### config.mk
export PLATFORM = sky130hd
export DESIGN_NAME = bdta_ram
export DESIGN_NICKNAME = d
export VERILOG_FILES = /design/src/design/bdta_ram.sv
export SDC_FILE = /design/constraint.sdc
export NUM_CORES = 1
export LEC_CHECK = 0
export ABC_AREA = 1
export BUFFER_PORTS_ARGS = -buffer_cell sky130_fd_sc_hd__buf_2
export CORE_MARGIN = 2
export CORE_UTILIZATION = 55
export DETAILED_ROUTE_END_ITERATION = 6
export GPL_ROUTABILITY_DRIVEN = 0
export GPL_TIMING_DRIVEN = 0
export PLACE_DENSITY = 0.84
export SETUP_SLACK_MARGIN = 0.5
export SYNTH_ARGS = -nofsm -noshare
export SYNTH_HDL_FRONTEND = slang
export SYNTH_SLANG_ARGS = --single-unit
### constraint.sdc
create_clock -name clk -period 1.3 [get_ports clk]
set_input_delay 0.13 -clock clk [delete_from_list [all_inputs] [get_ports clk]]
set_output_delay 0.13 -clock clk [all_outputs]
set_load 0.03 [all_outputs]
### src/design/bdta_ram.sv
module bdta_ram #(
    parameter int WIDTH = 8,
    parameter int DEPTH = 16
) (
    input  logic                     clk,
    input  logic                     wr_en,
    input  logic [$clog2(DEPTH)-1:0] wr_addr,
    input  logic [WIDTH-1:0]         wr_data,
    input  logic                     rd_en,
    input  logic [$clog2(DEPTH)-1:0] rd_addr,
    output logic [WIDTH-1:0]         rd_data
);

    logic [WIDTH-1:0] mem [DEPTH];

    always_ff @(posedge clk)
    begin
        if (wr_en)
        begin
            mem[wr_addr] <= wr_data;
        end
        if (rd_en)
        begin
            rd_data <= mem[rd_addr];
        end
    end

endmodule

Word-level counts from Yosys, hierarchy flattened
Memory sizes are Yosys's and may differ from the RTL's. A register that Yosys moved wholly into a read port is not among the register bits.
Index checks and enable logic that the tools add are counted.
{"block": "word_totals", "reg_bits": 0, "mem_bits_rw": 128, "input_bits": 19, "output_inout_bits": 8, "elab_cells": 3, "n_memories": 1}
{"memory": "mem", "words": 16, "width": 8, "read_ports": 1, "rd_clocked_by_memory_dff": 1, "write_ports": 1, "line_no": "14", "text": "logic [WIDTH-1:0] mem [DEPTH];"}
{"block": "classes", "muxes": 2}
{"cell": "2-to-1 mux 1 bit", "n": 2}

Longest topological paths before layout
{"block": "logic_depth", "depth_word": 2, "mapped_depth": 8, "mapped_depth_nobuf": 7}

Worst setup path before layout
No wires, ideal clock.
{"block": "synth_path", "path_kind": "input to register", "start": "in wr_addr[2]", "end": "mem mem[10][0] (enable)", "setup_time_ps": 370, "arrival_ps": 711, "path_slack_ps": 219, "stages": 2, "path_cell_list": "nand3b_1 -> nor2_1"}
{"element": "start, declared", "line_no": "7", "text": "input logic [$clog2(DEPTH)-1:0] wr_addr,"}
{"element": "end, declared", "line_no": "14"}
Straight into the memory's write port.

Worst setup path in the final report
{"block": "layout_path", "start": "reg rd_data[1] (read register of mem)", "end": "out rd_data[1]"}
{"element": "start, declared", "line_no": "11", "text": "output logic [WIDTH-1:0] rd_data"}
No word-level cell between the ends.

==> impl_metrics.env <==
export IMPL_cts_root_buf="clkbuf_8"
export IMPL_layout_drive_gt1_share_pct=29.9
export IMPL_fp_row_count=37
export IMPL_final_cell_mix="nand2_1 (147), edfxtp_1 (136), inv_1 (92)"
export IMPL_period_needed_ns=1.19
export IMPL_initial_core_util_pct=56.6
export IMPL_end_kind="primary output"
export IMPL_cts_clk_slew_worst_paths_ns=0.06
export IMPL_slowest_stage="edfxtp_1"
export IMPL_first_pass_iters=6
export IMPL_die_area_sq_um=11500
export IMPL_syn_instance_count=551
export IMPL_stdcell_area_sq_um=7340
export IMPL_fin_util_pct=71.1
export IMPL_dieHeight_microns=107
export IMPL_final_hold_violation_count=0
export IMPL_drv_slew=0
export IMPL_synth_largest_area_cell="edfxtp_1"
export IMPL_rsz0062_at_grt="true"
export IMPL_cts_tree="done"
export IMPL_clkLatencyLatePin_ns=0.53
export IMPL_final_common_cell="nand2_1"
export IMPL_placement_cell_area_sq_um=6340
export IMPL_syn_nets=570
export IMPL_cp_num_buf_inv=1
export IMPL_antenna_found_initial=0
export IMPL_clockBufferDepth=2
export IMPL_synthTopCellsByArea="edfxtp_1 (70%), nand2_1 (11%), nand3_1 (8.3%)"
export IMPL_peakVddDrop_mv=0.754
export IMPL_dp_slack_ns=-0.170
export IMPL_num_io_pins=27
export IMPL_htree_levels=4
export IMPL_finalWorstSetupSlack_ns=0.107
export IMPL_max_cap_violations=0
export IMPL_crit_family="flip-flops"
export IMPL_fin_crit_sh_pct=91.8
export IMPL_grt_pass1_wl_microns=23100
export IMPL_portBuffers=23
export IMPL_coreArea_sq_um=10300
export IMPL_ys_ff_latch=136
export IMPL_path_class="reg -> out"
export IMPL_hold_path_class="in -> reg"
export IMPL_avgSynthCellArea_sq_um=10.6
export IMPL_synth_top_cell_area_share_pct=69.8
export IMPL_area_growth_pct=25.5
export IMPL_netlist_area_sq_um=5850
export IMPL_start_kind="register"
export IMPL_wire_per_inst_microns=21.2
export IMPL_ys_seq_area_share_pct=69.8
export IMPL_detail_route_vias_per_cell=6.00
export IMPL_fin_skew_ns=0.00432
export IMPL_grt_overflow=0
export IMPL_grt_max_degree=17
export IMPL_fmax_mhz=838
export IMPL_die_width_microns=107
export IMPL_cts_sinks=136
export IMPL_multi_input_area_sq_um=1680
export IMPL_cts_made_buffers=17
export IMPL_antenna_left=0
export IMPL_grt_pass1_vias=4252
export IMPL_worstMarginPinSlew_ns=0.576
export IMPL_ys_types=11
export IMPL_vias=4491
export IMPL_drtIter0Drc=711
export IMPL_critPathMaxStageDelay_ns=0.38
export IMPL_routed_wl_microns=15900
export IMPL_track_usage_pct=28.1
export IMPL_yosys_warnings=0
export IMPL_setup_viol_count_final=0
export IMPL_arrival_ns=1.06
export IMPL_crit_required_ns=1.17
export IMPL_slew_headroom_pct=61.6
export IMPL_dp_hpwl_microns=8910
export IMPL_nFillCells=575
export IMPL_leakagePower_nw=3.08
export IMPL_power_density_nw_per_um2=1360
export IMPL_cp_max_fo=1
export IMPL_worstPathCellList="buf_6"
export IMPL_seq_area_sq_um=4080
export IMPL_n_antenna_cell=0
export IMPL_finalNetCount=620
export IMPL_outcome="complete, no violations"
export IMPL_drcViolationCount=0
logic make-up (layout without fill, tap and decap cells):
group	after synthesis	after routing	synth area share, %
simple gates	289	289	20.8
buf+inv	126	188	9.39
flops	136	136	69.8
cells in the mapped netlist:
cell	instances
buf_1	1
buf_2	13
buf_4	4
buf_6	6
edfxtp_1	136
inv_1	100
inv_2	2
nand2_1	173
nand3_1	97
nand3b_1	2
nor2_1	17
per-layer routing:
layer  vias to the layer above  track usage (%)  wire [microns]
met5                         -                0               0
met4                         0             16.7             884
met3                       100             6.75            1950
met2                       434             45.6            7680
met1                      2067             34.2            5330
li1                       1890                -               -
worst reg2reg max path: cells and delay by family (launching register included):
kind,cells,cell delay (ns)
simple gates,6,0.55
flops,1,0.37
flip-flops by register name (all words and copies together), names as in the netlist:
| name | count |
|---|---|
| rd_data | 8 |
| mem | 128 |
timing repair:
action / in CTS / in global routing
buffers inserted: 6 / 1
pin swaps: 34 / 25
hold buffers: 1 / 0
resized for setup: 56 / 42
hold endpoints to repair: 8 / 0
endpoints found under the setup margin: 80 / 32
per-stage QoR:
step / hold WS [ns] / total power, mW / TNS [ns] / instances
2_1_floorplan: 0.229 / 5.50 / 0 / 551
3_3_place_gp: 0.455 / 5.74 / -5.37 / 710
3_5_place_dp: 0.468 / 5.77 / -8.79 / 710
4_1_cts: 0.00674 / 9.83 / 0 / 748
5_1_grt: 0.0147 / 10.2 / 0 / 749
6_report: 0.00238 / 9.94 / 0 / 749
area by class of cell:
class | instances | share of cell area (%)
buffer | 24 | 3.14
clock buffer | 18 | 5.70
clock inverter | 13 | 1.14
inverter | 102 | 5.29
multi-input combinational | 289 | 23.0
sequential | 136 | 55.7
tap | 136 | 2.32
timing repair buffer | 31 | 3.79
where the power goes:
| part | leakage, nW | internal, mW | switching (mW) |
|---|---|---|---|
| Clock | 0.239 | 2.31 | 1.75 |
| Sequential | 1.24 | 4.94 | 0.0313 |
| Combinational | 1.60 | 0.288 | 0.626 |
| Total | 3.08 | 7.54 | 2.40 |
worst paths after layout:
path	from	endpoint	slack, ns	depth (start not counted)
worst max-delay path	rd_data[1]$_DFFE_PP_	rd_data[1]	0.11	1
worst min-delay path	wr_data[1]	mem[10][1]$_DFFE_PP_	0.002	1
worst max register to register	mem[11][0]$_DFFE_PP_	rd_data[0]$_DFFE_PP_	0.11	6
worst min register to register	mem[14][6]$_DFFE_PP_	rd_data[6]$_DFFE_PP_	0.81	6
Power figures use the tool's default switching activity.
