$ cat src/design/bdta_pkg.sv
package bdta_pkg;

    localparam int OBJECTS    = 1024;
    localparam int ADDR_W     = $clog2(OBJECTS);
    localparam int IDX_W      = 10;
    localparam int COORD_W    = 24;
    localparam int DIFF_W     = COORD_W + 1;
    localparam int THR_W      = 24;
    localparam int SQ_W       = 2 * COORD_W;
    localparam int SUM_W      = SQ_W + 2;
    localparam int TIER_W     = 3;
    localparam int BUDGET_W   = 16;
    localparam int CFG_IDX_W  = 3;
    localparam int CFG_DATA_W = 24;
    localparam int S_TDATA_W  = 160;
    localparam int M_TDATA_W  = 16;
    localparam int QDEPTH     = 4;
    localparam int QPTR_W     = $clog2(QDEPTH);

    localparam logic [TIER_W-1:0] TIER_HERO  = 3'd0;
    localparam logic [TIER_W-1:0] TIER_NEAR  = 3'd1;
    localparam logic [TIER_W-1:0] TIER_MID   = 3'd2;
    localparam logic [TIER_W-1:0] TIER_FAR   = 3'd3;
    localparam logic [TIER_W-1:0] TIER_CHEAP = 3'd4;
    localparam logic [TIER_W-1:0] TIER_RESET = TIER_FAR;

    localparam logic [THR_W-1:0]    HERO_RST   = 24'd2048;
    localparam logic [THR_W-1:0]    NEAR_RST   = 24'd6400;
    localparam logic [THR_W-1:0]    MID_RST    = 24'd15360;
    localparam logic [THR_W-1:0]    FAR_RST    = 24'd30720;
    localparam logic [BUDGET_W-1:0] BUDGET_RST = 16'd4;

    localparam logic [SQ_W-1:0] HERO_SQ_RST = SQ_W'(HERO_RST) * SQ_W'(HERO_RST);
    localparam logic [SQ_W-1:0] NEAR_SQ_RST = SQ_W'(NEAR_RST) * SQ_W'(NEAR_RST);
    localparam logic [SQ_W-1:0] MID_SQ_RST  = SQ_W'(MID_RST) * SQ_W'(MID_RST);
    localparam logic [SQ_W-1:0] FAR_SQ_RST  = SQ_W'(FAR_RST) * SQ_W'(FAR_RST);

    typedef enum logic [CFG_IDX_W-1:0] {
        CFG_HERO   = 3'd0,
        CFG_NEAR   = 3'd1,
        CFG_MID    = 3'd2,
        CFG_FAR    = 3'd3,
        CFG_BUDGET = 3'd4
    } cfg_reg_t;

    typedef struct packed {
        logic [IDX_W-1:0]  idx;
        logic [TIER_W-1:0] want;
        logic              last;
    } q_item_t;

endpackage

$ cat src/design/bdta_fifo.sv
module bdta_fifo
    import bdta_pkg::*;
(
    input  logic    clk,
    input  logic    rst_n,
    input  logic    push,
    input  q_item_t push_item,
    input  logic    pop,
    output q_item_t head,
    output logic    full,
    output logic    empty
);

    q_item_t           buf_reg [QDEPTH];
    logic [QPTR_W-1:0] wr_ptr_reg, rd_ptr_reg;
    logic [QPTR_W:0]   count_reg;

    assign full  = count_reg == (QPTR_W+1)'(QDEPTH);
    assign empty = count_reg == '0;
    assign head  = buf_reg[rd_ptr_reg];

    always_ff @(posedge clk or negedge rst_n)
    begin
        if (!rst_n)
        begin
            wr_ptr_reg <= '0;
            rd_ptr_reg <= '0;
            count_reg  <= '0;
        end
        else
        begin
            if (push)
                wr_ptr_reg <= wr_ptr_reg + 1'b1;
            if (pop)
                rd_ptr_reg <= rd_ptr_reg + 1'b1;
            if (push && !pop)
                count_reg <= count_reg + 1'b1;
            else if (pop && !push)
                count_reg <= count_reg - 1'b1;
        end
    end

    always_ff @(posedge clk)
    begin
        if (push)
            buf_reg[wr_ptr_reg] <= push_item;
    end

endmodule

$ cat config.mk
export PLATFORM = sky130hd
export DESIGN_NAME = bdta_fifo
export DESIGN_NICKNAME = d
export VERILOG_FILES = /design/src/design/bdta_pkg.sv /design/src/design/bdta_fifo.sv
export SDC_FILE = /design/constraint.sdc
export NUM_CORES = 1
export LEC_CHECK = 0
export BUFFER_PORTS_ARGS = -buffer_cell sky130_fd_sc_hd__buf_4
export CAP_MARGIN = 40
export CORE_MARGIN = 4
export CORE_UTILIZATION = 51
export CTS_BUF_LIST = sky130_fd_sc_hd__clkbuf_8 sky130_fd_sc_hd__clkbuf_16
export DETAILED_ROUTE_END_ITERATION = 8
export GPL_TIMING_DRIVEN = 0
export HOLD_SLACK_MARGIN = 0.05
export PLACE_DENSITY = 0.8
export SKIP_CTS_REPAIR_TIMING = 1
export SYNTH_ARGS = -nofsm -noshare
export SYNTH_HDL_FRONTEND = slang
export SYNTH_SLANG_ARGS = --single-unit
$ cat constraint.sdc
create_clock -name clk -period 1.87 [get_ports clk]
set_input_delay 0.374 -clock clk [delete_from_list [all_inputs] [get_ports clk]]
set_output_delay 0.374 -clock clk [all_outputs]
set_load 0.03 [all_outputs]
# Yosys cells after proc, flatten, opt, wreduce, memory -nomap -nowiden
# Memories as Yosys holds them, arrays and structs flattened.
# Index checks and enable logic that the tools add are counted.
# totals
reg_bits	7
ramBits	56
inputBits	18
output_inout_bits	16
wordCells	19
n_memories	1
# op_classes
n_addsub	4
n_eq_ne	1
n_mux	4
n_reduce_logical	6
# memory_table
name	depth	word_bits	rd	rd_ports_with_merged_regs	write_ports	line_no	source
buf_reg	4	14	1	0	1	bdta_fifo.sv:14	q_item_t buf_reg [QDEPTH];
# op_table
operator	count
3-bit two-way mux	2
2-bit by 1-bit adder with 2-bit output (second input constant)	2
3-bit by 1-bit adder with 3-bit output (second input constant)	1
3-bit equality test (second input constant)	1
3-bit zero test	1
3-bit by 1-bit subtractor with 3-bit output (second input constant)	1
1-bit logical AND	2
1-bit zero test	2
1-bit two-way mux	2
2-bit nonzero test	1

# Longest topological paths before layout
# logic_depth
word_depth	4
ltp_mapped	7
mapped_depth_nobuf	7

# Worst setup path before layout
# Ideal clock, no wire load.
# synth_timing
path_type	register to output
start	register rd_ptr_reg[0]
end	output head[1] (netlist name)
t_arrival_ns	1.189
required_time_ns	1.496
setup_slack_ns	0.307
path_stages_with_launch	4
path_buffers	2
path_cell_list	dfrtp_1 buf_6 buf_12 mux4_2
# synth_lines
element	line_no	source
from (decl)	bdta_fifo.sv:15	logic [QPTR_W-1:0] wr_ptr_reg, rd_ptr_reg;
from (signal assigned)	bdta_fifo.sv:35	rd_ptr_reg <= rd_ptr_reg + 1'b1;
to (decl)	bdta_fifo.sv:9	output q_item_t head,

==> impl_metrics.ini <==
[job]
maxCapViolCount = 0

[routing]
drc = 0
antenna_left = 0
num_vias = 1165
wire_per_inst_um = 18.8
wl_met3_um = 229
highest_layer = met4
wl_met1_um = 1610
drt-vias-per-instance = 5.44
routed_wl_um = 4030
drt_iter0_markers = 52
first_pass_iters = 4
wl_met2_um = 2090

[cts]
cts_htree_levels = 3
clock_latency_ns = 0.33
cts-root-buf = clkbuf_8
cts.path.max_buffers = 2
numCtsBuffers = 9
path_clk_slew_ns = 0.06
numClockSinks = 63
cts_tree = built

[outcome]
outcome = finished, violations left
violations = setup timing

[grt]
grt_pass1_wl_um = 6090
grt_max_degree = 15
grt_usage_pct = 14.2
grt_overflow = 0
antenna_found_initial = 0
grt_pass1_vias = 1252

[synthesis]
synth_area_leaders = edfxtp_1 69%, mux4_2 7.4%, dfrtp_1 7.2%
synth_seq_cells = 63
synth_area_leader_cell = edfxtp_1
syn-num-nets = 131
synthesis.instances = 107
syn_area_um2 = 2450
synth.top_cell.area_share_pct = 68.7
yosys_warnings = 0
synth_cell_type_count = 19
syn_avg_cell_area_um2 = 22.9
ys_seq_area_share_pct = 75.9

[sta]
max_freq_mhz = 498
relSlewSlack_pct = 50.5
tns_ns = -1.33
hold-worst-slack_ns = 0.238
final_hold_viol_count = 0
maxSlewViolCount = 0
tightest_slew_ns = 0.742
period_minus_slack_ns = 2.01
fin_crit_sh_pct = 107
setup_violations = 14
grt_setup_unrepaired = yes
skew_ns = 0.00561
fin_ws_ns = -0.136

[final_layout]
antenna_cells = 0
multi_input_area_um2 = 523
regArea_um2 = 1860
fin_util_pct = 67.1
drive_above_1_share_pct = 42.0
num-nets-final = 182
largest_reg_flops = 56
area_growth_pct = 23.5
stdcell_area_um2 = 3020
fill_cells = 308

[die]
core_area_um2 = 4500
pin_count = 34
dieWidth_um = 77.3
rows = 24
fp.dieH_um = 77.3
initial_core_util_pct = 54.3
dieArea_um2 = 5970

[place]
place.gp.congestion = 0.670
dpl-instance-area_um2 = 2760
portBuffers = 33
dp_hpwl_um = 2700

[worst_setup_path]
crit_type = register to primary output
worst_setup_path_start_kind = register
cp.required_ns = 1.50
critPathCaptureType = primary output
worstPathMaxFanout = 8
cp_data_arrival_time_ns = 1.63

[power]
seqPwrFrac_pct = 40.4
powerDensity_nw_per_um2 = 1650
leakage_nw = 1.12
p_switching_mw = 1.66
internal-power_mw = 3.34
p_clk_share_pct = 18.5
irDropWorstVdd_uv = 825
p_sw_share_pct = 33.2
combPwrFrac_pct = 41.0

[hold_path]
hold_path_class = primary input to register
-- cell families (layout without fill, tap and decap cells) --
family	count (synthesis)	after routing	share of synthesized area [%]
buffers and inverters	7	62	2.10
adder cells (fa/ha/maj)	6	6	3.38
flip-flops	63	63	75.9
XOR/XNOR	6	6	2.15
multiplexers	15	15	14.3
AND/OR/NAND/NOR	9	9	1.99
AO/OA/AOI/OAI	1	1	0.204
-- metrics by stage --
| stage | setup slack (ns) | power [mW] | cells |
|---|---|---|---|
| floorplan | 0.307 | 3.23 | 107 |
| global placement | 0.172 | 3.74 | 192 |
| detailed placement | 0.134 | 3.82 | 192 |
| CTS | -0.227 | 4.74 | 207 |
| global route | -0.203 | 5.25 | 214 |
| finish | -0.136 | 5.00 | 214 |
-- worst paths after layout --
check	to	slack, ns	cells past startpoint	from
setup reg to reg	buf_reg[0][10]	0.23	3	wr_ptr_reg[0]
setup / recovery	head[4]	-0.14	4	rd_ptr_reg[0]
hold / removal	rd_ptr_reg[0]	0.24	2	pop
max in group asynchronous	rd_ptr_reg[1]	1.33	2	rst_n
hold reg to reg	count_reg[2]	0.50	1	count_reg[2]
min in group asynchronous	wr_ptr_reg[0]	0.40	2	rst_n
-- cell usage in the layout, fill, tap and decap left out, drive strengths merged, types with 2 or more instances in the layout --
master,n
and2,4
buf,41
clkbuf,10
clkinv,5
dfrtp,7
edfxtp,56
ha,5
inv,4
mux4,14
nand2,2
xnor2,2
xor2,4
-- power groups by stage --
stage	combinational [mW]	sequential [mW]	clock, mW
floorplan	1.24	1.99	0
global placement	1.73	2.01	0
detailed placement	1.77	2.05	0
CTS	1.78	2.02	0.940
global route	2.18	2.05	1.01
finish	2.05	2.02	0.926
-- synthesized netlist by cell type (all sizes together) --
cell    number
nor3         1
ha           5
xor2         4
edfxtp      56
nor2         1
xnor2        2
mux4        14
and2         4
nand2        2
nor3b        1
dfrtp        7
fa           1
buf          3
inv          4
mux2         1
o21ai        1
-- routing by layer --
metal / GRT usage, % / vias up
li1: - / 529
met1: 15.9 / 590
met2: 23.4 / 35
met3: 4.22 / 11
met4: 9.61 / 0
met5: 0 / -
-- critical path: stages, from the launching register on --
cell and delay (ns):
dfrtp_1 0.34, buf_6 0.14, buf_12 0.13, mux4_2 0.53, buf_6 0.16
-- area by class of cell --
type / instances / area share (%)
clock inverters: 6 / 0.952
clock buffers: 9 / 4.10
inverters: 4 / 0.497
repair buffers: 40 / 12.2
flip-flops and latches: 63 / 61.5
plain buffers: 3 / 1.28
well taps: 52 / 2.15
multi-input cells: 37 / 17.3
Power figures use the tool's default switching activity.
