## src/design/bdta_pkg.sv

```systemverilog
package bdta_pkg;

    localparam int OBJECTS    = 1024;
    localparam int ADDR_W     = $clog2(OBJECTS);
    localparam int IDX_W      = 10;
    localparam int COORD_W    = 24;
    localparam int DIFF_W     = COORD_W + 1;
    localparam int THR_W      = 24;
    localparam int SQ_W       = 2 * COORD_W;
    localparam int SUM_W      = SQ_W + 2;
    localparam int TIER_W     = 3;
    localparam int BUDGET_W   = 16;
    localparam int CFG_IDX_W  = 3;
    localparam int CFG_DATA_W = 24;
    localparam int S_TDATA_W  = 160;
    localparam int M_TDATA_W  = 16;
    localparam int QDEPTH     = 4;
    localparam int QPTR_W     = $clog2(QDEPTH);

    localparam logic [TIER_W-1:0] TIER_HERO  = 3'd0;
    localparam logic [TIER_W-1:0] TIER_NEAR  = 3'd1;
    localparam logic [TIER_W-1:0] TIER_MID   = 3'd2;
    localparam logic [TIER_W-1:0] TIER_FAR   = 3'd3;
    localparam logic [TIER_W-1:0] TIER_CHEAP = 3'd4;
    localparam logic [TIER_W-1:0] TIER_RESET = TIER_FAR;

    localparam logic [THR_W-1:0]    HERO_RST   = 24'd2048;
    localparam logic [THR_W-1:0]    NEAR_RST   = 24'd6400;
    localparam logic [THR_W-1:0]    MID_RST    = 24'd15360;
    localparam logic [THR_W-1:0]    FAR_RST    = 24'd30720;
    localparam logic [BUDGET_W-1:0] BUDGET_RST = 16'd4;

    localparam logic [SQ_W-1:0] HERO_SQ_RST = SQ_W'(HERO_RST) * SQ_W'(HERO_RST);
    localparam logic [SQ_W-1:0] NEAR_SQ_RST = SQ_W'(NEAR_RST) * SQ_W'(NEAR_RST);
    localparam logic [SQ_W-1:0] MID_SQ_RST  = SQ_W'(MID_RST) * SQ_W'(MID_RST);
    localparam logic [SQ_W-1:0] FAR_SQ_RST  = SQ_W'(FAR_RST) * SQ_W'(FAR_RST);

    typedef enum logic [CFG_IDX_W-1:0] {
        CFG_HERO   = 3'd0,
        CFG_NEAR   = 3'd1,
        CFG_MID    = 3'd2,
        CFG_FAR    = 3'd3,
        CFG_BUDGET = 3'd4
    } cfg_reg_t;

    typedef struct packed {
        logic [IDX_W-1:0]  idx;
        logic [TIER_W-1:0] want;
        logic              last;
    } q_item_t;

endpackage

```

## src/design/bdta_back.sv

```systemverilog
module bdta_back
    import bdta_pkg::*;
(
    input  logic                  clk,
    input  logic                  rst_n,
    input  logic [BUDGET_W-1:0]   budget,
    input  logic                  q_empty,
    input  q_item_t               q_head,
    output logic                  q_pop,
    output logic                  clearing,
    output logic                  ram_wr_en,
    output logic [ADDR_W-1:0]     ram_wr_addr,
    output logic [TIER_W-1:0]     ram_wr_data,
    output logic                  ram_rd_en,
    output logic [ADDR_W-1:0]     ram_rd_addr,
    input  logic [TIER_W-1:0]     ram_rd_data,
    output logic                  m_valid,
    input  logic                  m_ready,
    output logic [M_TDATA_W-1:0]  m_data
);

    typedef enum logic [2:0] {
        ST_CLEAR  = 3'b001,
        ST_IDLE   = 3'b010,
        ST_DECIDE = 3'b100
    } state_t;

    state_t               state_reg, state_next;
    logic [ADDR_W-1:0]    clr_cnt_reg;
    logic [BUDGET_W-1:0]  count_reg, count_next;
    q_item_t              item_reg;
    logic                 m_valid_reg;
    logic [M_TDATA_W-1:0] m_data_reg;

    logic                 slot_free;
    logic                 fire;
    logic                 in_range;
    logic [TIER_W-1:0]    cur;
    logic [TIER_W-1:0]    now;
    logic                 changed;
    logic                 held;
    logic                 do_write;

    assign clearing  = state_reg == ST_CLEAR;
    assign slot_free = !m_valid_reg || m_ready;
    assign fire      = (state_reg == ST_DECIDE) && slot_free;
    assign q_pop     = (state_reg == ST_IDLE) && !q_empty;
    assign ram_rd_en   = q_pop;
    assign ram_rd_addr = ADDR_W'(q_head.idx);
    assign in_range    = 32'(item_reg.idx) < OBJECTS;
    assign cur         = ram_rd_data;

    always_comb
    begin
        now        = item_reg.want;
        changed    = 1'b0;
        held       = 1'b0;
        do_write   = 1'b0;
        count_next = count_reg;
        if (in_range)
        begin
            now = cur;
            if (item_reg.want < cur)
            begin
                if (count_reg < budget)
                begin
                    now        = item_reg.want;
                    changed    = 1'b1;
                    do_write   = 1'b1;
                    count_next = count_reg + 1'b1;
                end
                else
                begin
                    held = 1'b1;
                end
            end
            else if (item_reg.want > cur)
            begin
                now      = item_reg.want;
                changed  = 1'b1;
                do_write = 1'b1;
            end
        end
        // judge under the current count, then clear at end of pass
        if (item_reg.last)
            count_next = '0;
    end

    always_comb
    begin
        if (clearing)
        begin
            ram_wr_en   = 1'b1;
            ram_wr_addr = clr_cnt_reg;
            ram_wr_data = TIER_RESET;
        end
        else
        begin
            ram_wr_en   = fire && do_write;
            ram_wr_addr = ADDR_W'(item_reg.idx);
            ram_wr_data = item_reg.want;
        end
    end

    always_comb
    begin
        state_next = state_reg;
        unique case (state_reg)
            ST_CLEAR:
                if (clr_cnt_reg == ADDR_W'(OBJECTS - 1))
                    state_next = ST_IDLE;
            ST_IDLE:
                if (!q_empty)
                    state_next = ST_DECIDE;
            ST_DECIDE:
                if (slot_free)
                    state_next = ST_IDLE;
            default:
                state_next = ST_CLEAR;
        endcase
    end

    always_ff @(posedge clk or negedge rst_n)
    begin
        if (!rst_n)
        begin
            state_reg   <= ST_CLEAR;
            clr_cnt_reg <= '0;
            count_reg   <= '0;
            m_valid_reg <= 1'b0;
        end
        else
        begin
            state_reg <= state_next;
            if (clearing)
                clr_cnt_reg <= clr_cnt_reg + 1'b1;
            if (fire)
            begin
                count_reg   <= count_next;
                m_valid_reg <= 1'b1;
            end
            else if (m_ready)
            begin
                m_valid_reg <= 1'b0;
            end
        end
    end

    always_ff @(posedge clk)
    begin
        if (q_pop)
            item_reg <= q_head;
        if (fire)
            m_data_reg <= {1'b0, held, changed, now, item_reg.idx};
    end

    assign m_valid = m_valid_reg;
    assign m_data  = m_data_reg;

endmodule

```

## config.mk

```make
export PLATFORM = sky130hd
export DESIGN_NAME = bdta_back
export DESIGN_NICKNAME = d
export VERILOG_FILES = /design/src/design/bdta_pkg.sv /design/src/design/bdta_back.sv
export SDC_FILE = /design/constraint.sdc
export NUM_CORES = 1
export LEC_CHECK = 0
export ABC_CLOCK_PERIOD_IN_PS = 8500
export BUFFER_PORTS_ARGS = -buffer_cell sky130_fd_sc_hd__buf_2
export CAP_MARGIN = 30
export CELL_PAD_IN_SITES_DETAIL_PLACEMENT = 0
export CELL_PAD_IN_SITES_GLOBAL_PLACEMENT = 1
export CORE_MARGIN = 10
export CORE_UTILIZATION = 35
export CTS_BUF_LIST = sky130_fd_sc_hd__clkbuf_16
export DETAILED_ROUTE_END_ITERATION = 8
export PLACE_DENSITY_LB_ADDON = 0.1
export SLEW_MARGIN = 20
export SYNTH_ARGS = -nofsm -noshare
export SYNTH_HDL_FRONTEND = slang
export SYNTH_SLANG_ARGS = --single-unit
```

## constraint.sdc

```tcl
create_clock -name clk -period 8.5 [get_ports clk]
set_input_delay 1.7 -clock clk [delete_from_list [all_inputs] [get_ports clk]]
set_output_delay 1.7 -clock clk [all_outputs]
set_load 0.005 [all_outputs]
```

# Word level (Yosys, flattened, before mapping)
# Cells that the tools add are included.
[classes] n_eq_ne=7 n_addsub=2 order_cmp=3 muxes=19 reduce_logical=11
[op_table] cell="16-bit two-way mux" count=3
[op_table] cell="3-bit two-way mux" count=7
[op_table] cell="16-bit by 1-bit adder with 16-bit output (second input constant)" count=1
[op_table] cell="16-bit less-than comparator" count=1
[op_table] cell="10-bit by 1-bit adder with 10-bit output (second input constant)" count=1
[op_table] cell="10-bit == test (second input constant)" count=1
[op_table] cell="10-bit two-way mux" count=1
[op_table] cell="3-bit case mux with 3 select lines" count=1
[op_table] cell="1-bit two-way mux" count=7
[op_table] cell="3-bit AND reduction" count=2
[op_table] cell="2-bit nonzero test" count=3
[op_table] cell="2-bit != test (second input constant)" count=2
[op_table] cell="3-bit by 1-bit == test with 1-bit output (second input constant)" count=1
[op_table] cell="3-bit by 2-bit == test with 1-bit output (second input constant)" count=1
[op_table] cell="3-bit == test (second input constant)" count=1
[op_table] cell="3-bit greater-than comparator" count=1
[op_table] cell="1-bit logical AND" count=3
[op_table] cell="3-bit less-than comparator" count=1
[op_table] cell="1-bit logical NOT" count=2
[op_table] cell="2-bit by 1-bit != test with 1-bit output (second input constant)" count=1
[op_table] cell="1-bit logical OR" count=1
[word_totals] ff_bits=59 inputBits=37 out_inout_bits=44

# Logic depth before layout (Yosys ltp)
[depth] word_depth=5 ltp_mapped=10

# Least setup slack after synthesis
# OpenSTA, ideal clock, no wires.
[synth_path] kind="in2out" from="input port budget[13]" to="output port ram_wr_en" setup_slack_ns=3.385 arrival_time_ns=3.415 path_stages=8 path_cell_list="inv_1 -> ha_1 -> a211oi_2 -> nor2_1 -> or4_4 -> nor3_1 -> a21oi_1 -> o21bai_1"
[synth_between] elab_chain_len=5
[synth_lines] element="start: declaration" line_no="bdta_back.sv:6" text="input logic [BUDGET_W-1:0] budget,"
[synth_lines] element="16-bit less-than comparator" line_no="bdta_back.sv:65" text="if (count_reg < budget)"
[synth_lines] element="1-bit two-way mux" line_no="bdta_back.sv:65"
[synth_lines] element="1-bit two-way mux" line_no="bdta_back.sv:63" text="if (item_reg.want < cur)"
[synth_lines] element="1-bit logical AND" line_no="bdta_back.sv:99" text="ram_wr_en = fire && do_write;"
[synth_lines] element="1-bit two-way mux" line_no="bdta_back.sv:91" text="if (clearing)"
[synth_lines] element="end: declaration" line_no="bdta_back.sv:11" text="output logic ram_wr_en,"
# Every way passes these cells.

# Worst setup path after layout
# Ends and elaborated chain as after synthesis.

==> reports/qor_table.md <==
| Parameter | Reported |
| --- | --- |
| Clock latency on the worst-skew pair | 0.32 ns |
| Most common cell type on the critical path | buf_2 |
| Final routed wirelength across all metal layers | 7190 um |
| Number of hold-slack violations in the final timing report | 0 |
| Number of buffers added by the clock tree synthesis step | 9 |
| Total placed cells including tap cells | 451 |
| Avg Synthesized Cell Area | 11.2 um^2 |
| Slew @ Worst Pin | 0.846 ns |
| Hold-fix buffer count after cts | 0 |
| Routability Congestion | 0.780 |
| Worst Hold Depth | 0 |
| CTS tree | done |
| Critical path endpoint category | output pin |
| CP top delay family | simple AND/OR/NAND/NOR gates |
| Final clock skew | 0.00331 ns |
| Max Cap Viol | 0 |
| Register area share after synthesis | 51.3% |
| Share of total power consumed by net switching | 20.1% |
| Number of antenna violations at the first check in global routing | 0 |
| Int Pwr | 0.534 mW |
| Count of buffers from port buffering | 79 |
| Final critical path time including I/O delays and setup | 5.54 ns |
| Largest net degree at the start of global routing | 31 |
| RR Startpoint | count_reg[13]$_DFFE_PN0P_ |
| Relative contribution of sequential cells to total power | 44.8% |
| Number of cells on the worst reg-to-reg path | 7 |
| Hold path startpoint | item_reg[8]$_DFFE_PP_ |
| Post-synth top area share | 27.5% |
| Clock power frac | 51.5% |
| Slowest cell on the critical path | or4_4 |
| Finished Layout Cells | 467 |
| Worst Setup Start Kind | primary input |
| Die H | 115 um |
| Clock buffer depth | 2 |
| Max reg flops | 16 |
| First-pass GRT wire length | 12,000 um |
| Start point of the critical path | budget[13] |
| Number of vias in the routed layout | 2,298 |
| # setup viols final | 0 |
| Row Count | 34 |
| DR vias/cell | 4.92 |
| Post-CTS Setup Repair Bufs | 0 |
| Mapped Nets | 340 |
| Number of I/O pins | 81 |
| Crit Path Class | primary input to output pin |
| Antenna diode count | 0 |
| Power per unit of standard cell area | 172 mW/mm^2 |
| Relative area change from synthesis to final layout | 22.4% |
| Global-route total usage across every layer | 11.1% |
| Switching power of the nets | 0.134 mW |
| GRT Residual Overflow | 0 |
| Result of the run | completed |
| Clock input transition at the sequential cells of the worst setup and hold paths | 0.05 ns |
| Static leakage | 1.76 nW |
| Number of warnings reported in the yosys synthesis log | 0 |
| Clock H-tree levels | 3 |
| Clock root buffer | clkbuf_16 |
| Setup TNS | 0 ns |
| Relative contribution of combinational cells to total power | 3.7% |
| Share of final-layout standard cells stronger than drive strength 1 | 34.0% |
| Cell types with the largest area share after synthesis | edfxtp_1 28%, dfrtp_1 23%, ha_1 7.9%, mux2_2 5.0%, inv_1 3.2% |
| Flops & latches, synth | 59 |
| Fraction of the cycle the final worst path needs | 65.2% |
| Number of DRC markers in iteration 0 | 102 |
| Via count of the first global-routing pass | 2,457 |
| Total power consumption of the routed design | 0.668 mW |
| WP depth | 10 |
| Crit path required time | 6.80 ns |
| Setup repair after global routing missed its margin | no |
| Post-route ant nets | 0 |
| Final net count | 411 |
| TritonCTS sink count | 59 |
| Resized cells post-CTS | 0 |
| Width of the die | 115 um |
| Number of buffers and inverters on the critical path | 3 |
| CP peak stage delay | 0.54 ns |
| Post-DP HPWL | 5450 um |
| Relative slew slack | 43.6% |
| Yosys cell types | 47 |
| Worst Hold Class | register to register |
| Core region area | 0.00876 mm^2 |
| DRC | 0 |
| Worst-path cell chain | buf_2 > inv_1 > ha_1 > a211oi_2 > nor2_1 > or4_4 > nor3_1 > a21oi_1 > o21bai_1 > buf_2 |
| Area leader, netlist | edfxtp_1 |
| Synth Cell Area | 0.00317 mm^2 |
| Number of instances in the synthesized netlist | 283 |
| CP Data Arrival Time | 3.84 ns |
| IR drop worst, VDD | 0.0864 mV |
| Final Max Tran Viols | 0 |
| Initial DRT Pass Iterations | 4 |
| Routed wirelength normalized by instance count | 15.4 um |
| Fmax | 180 MHz |
| Die ar. | 0.0132 mm^2 |
| CP max FO | 5 |
| Initial Util | 36.1% |
area by class of cell:
| class | count | area, um^2 |
|---|---|---|
| well taps | 108 | 135 |
| clock inverters | 7 | 60.1 |
| clock buffers | 9 | 225 |
| repair buffers | 81 | 414 |
| inverters | 27 | 101 |
| flip-flops and latches | 59 | 1620 |
| multi-input cells | 176 | 1320 |
| fillers | 850 | 4890 |
cells in the final DEF, fill, tap and decap left out, drive strengths merged, types with 3 or more instances in the layout:
| cell type | instances |
|---|---|
| buf | 81 |
| dfrtp | 29 |
| edfxtp | 29 |
| inv | 28 |
| ha | 20 |
| nand2 | 19 |
| mux2 | 14 |
| nand3 | 13 |
| nor2 | 10 |
| clkbuf | 9 |
| nand4 | 8 |
| a21oi | 7 |
| o21ai | 7 |
| or2 | 7 |
| o211ai | 7 |
| xnor2 | 7 |
| nor3 | 5 |
| mux2i | 5 |
| o41ai | 5 |
| nor2b | 5 |
| or4 | 4 |
| clkinv | 4 |
| nand2b | 3 |
| o31ai | 3 |
| o311ai | 3 |
| nor4 | 3 |
synth_stat cells, drive strengths merged:
master   count
nand2       19
o31ai        3
nor3         5
a2111oi      1
a211oi       1
a22o         1
nand4        8
clkbuf       8
a21o         1
nand3       13
o21ai        7
a211o        1
mux2i        5
a22oi        2
nor4         3
ha          20
xor2         2
o41ai        5
a21oi        7
xnor2        7
mux2        14
conb         1
nand2b       3
or3          2
a311o        1
dfstp        1
dfrtp       29
o211ai       7
or4          4
nor3b        2
nor2b        5
o22a         1
and4         1
and3         2
o22ai        1
inv         27
or2          7
edfxtp      29
o311ai       3
nor2        10
buf         13
o21bai       1
metrics by stage:
step	utilization [%]	setup WS [ns]	hold slack [ns]	cell area, um^2
after CTS	44.2	2.91	0.444	3870
after detailed placement	41.0	2.92	0.432	3590
after global routing	44.2	2.75	0.461	3870
after global placement	40.8	2.94	0.425	3580
after floorplan	-	3.38	0.422	3170
final	44.2	2.96	0.443	3870
power groups by stage:
stage                     Sequential, mW  Combinational, mW  Clock [mW]
final                              0.300             0.0246       0.344
after global routing               0.299             0.0283       0.364
after CTS                          0.299             0.0256       0.353
after detailed placement           0.305             0.0254           0
after global placement             0.305             0.0252           0
after floorplan                    0.305             0.0127           0
final timing paths:
check,endpoint,slack [ns]
worst max-delay path,ram_wr_en,2.96
worst max register to register,count_reg[14]$_DFFE_PN0P_,5.26
min in group asynchronous,count_reg[2]$_DFFE_PN0P_,1.43
worst min register to register,m_data[4]$_DFFE_PP_,0.44
max in group asynchronous,clr_cnt_reg[9]$_DFFE_PN0P_,6.60
worst min-delay path,m_data[4]$_DFFE_PP_,0.44
worst reg2reg max path: stages (launching register included):
cell and delay (ns):
dfrtp_1 0.41, ha_1 0.32, a211oi_2 0.18, nor2_1 0.07, or4_4 0.54, or4_1 0.92, nor4_1 0.49, mux2i_1 0.22
layer usage:
| layer | part of all wire [%] | up-vias | global-route usage [%] | routed length, um |
|---|---|---|---|---|
| met4 | 0.82 | 0 | 2.97 | 59 |
| li1 | - | 1169 | - | - |
| met3 | 5.3 | 6 | 3.96 | 379 |
| met2 | 48 | 45 | 17.6 | 3440 |
| met5 | 0 | - | 0 | 0 |
| met1 | 46 | 1078 | 14.0 | 3310 |
kinds of logic after synthesis:
kind of cell             count (synthesis)  synth area share (%)
adder cells (fa/ha/maj)                 20                  7.91
AND/OR/NAND/NOR                         84                  14.5
flip-flops                              59                  51.3
XOR/XNOR                                 9                  2.49
other                                    1                 0.118
buffers and inverters                   48                  7.39
multiplexers                            19                  6.56
AO/OA/AOI/OAI                           43                  9.76
(Power assumes the default switching activity.)
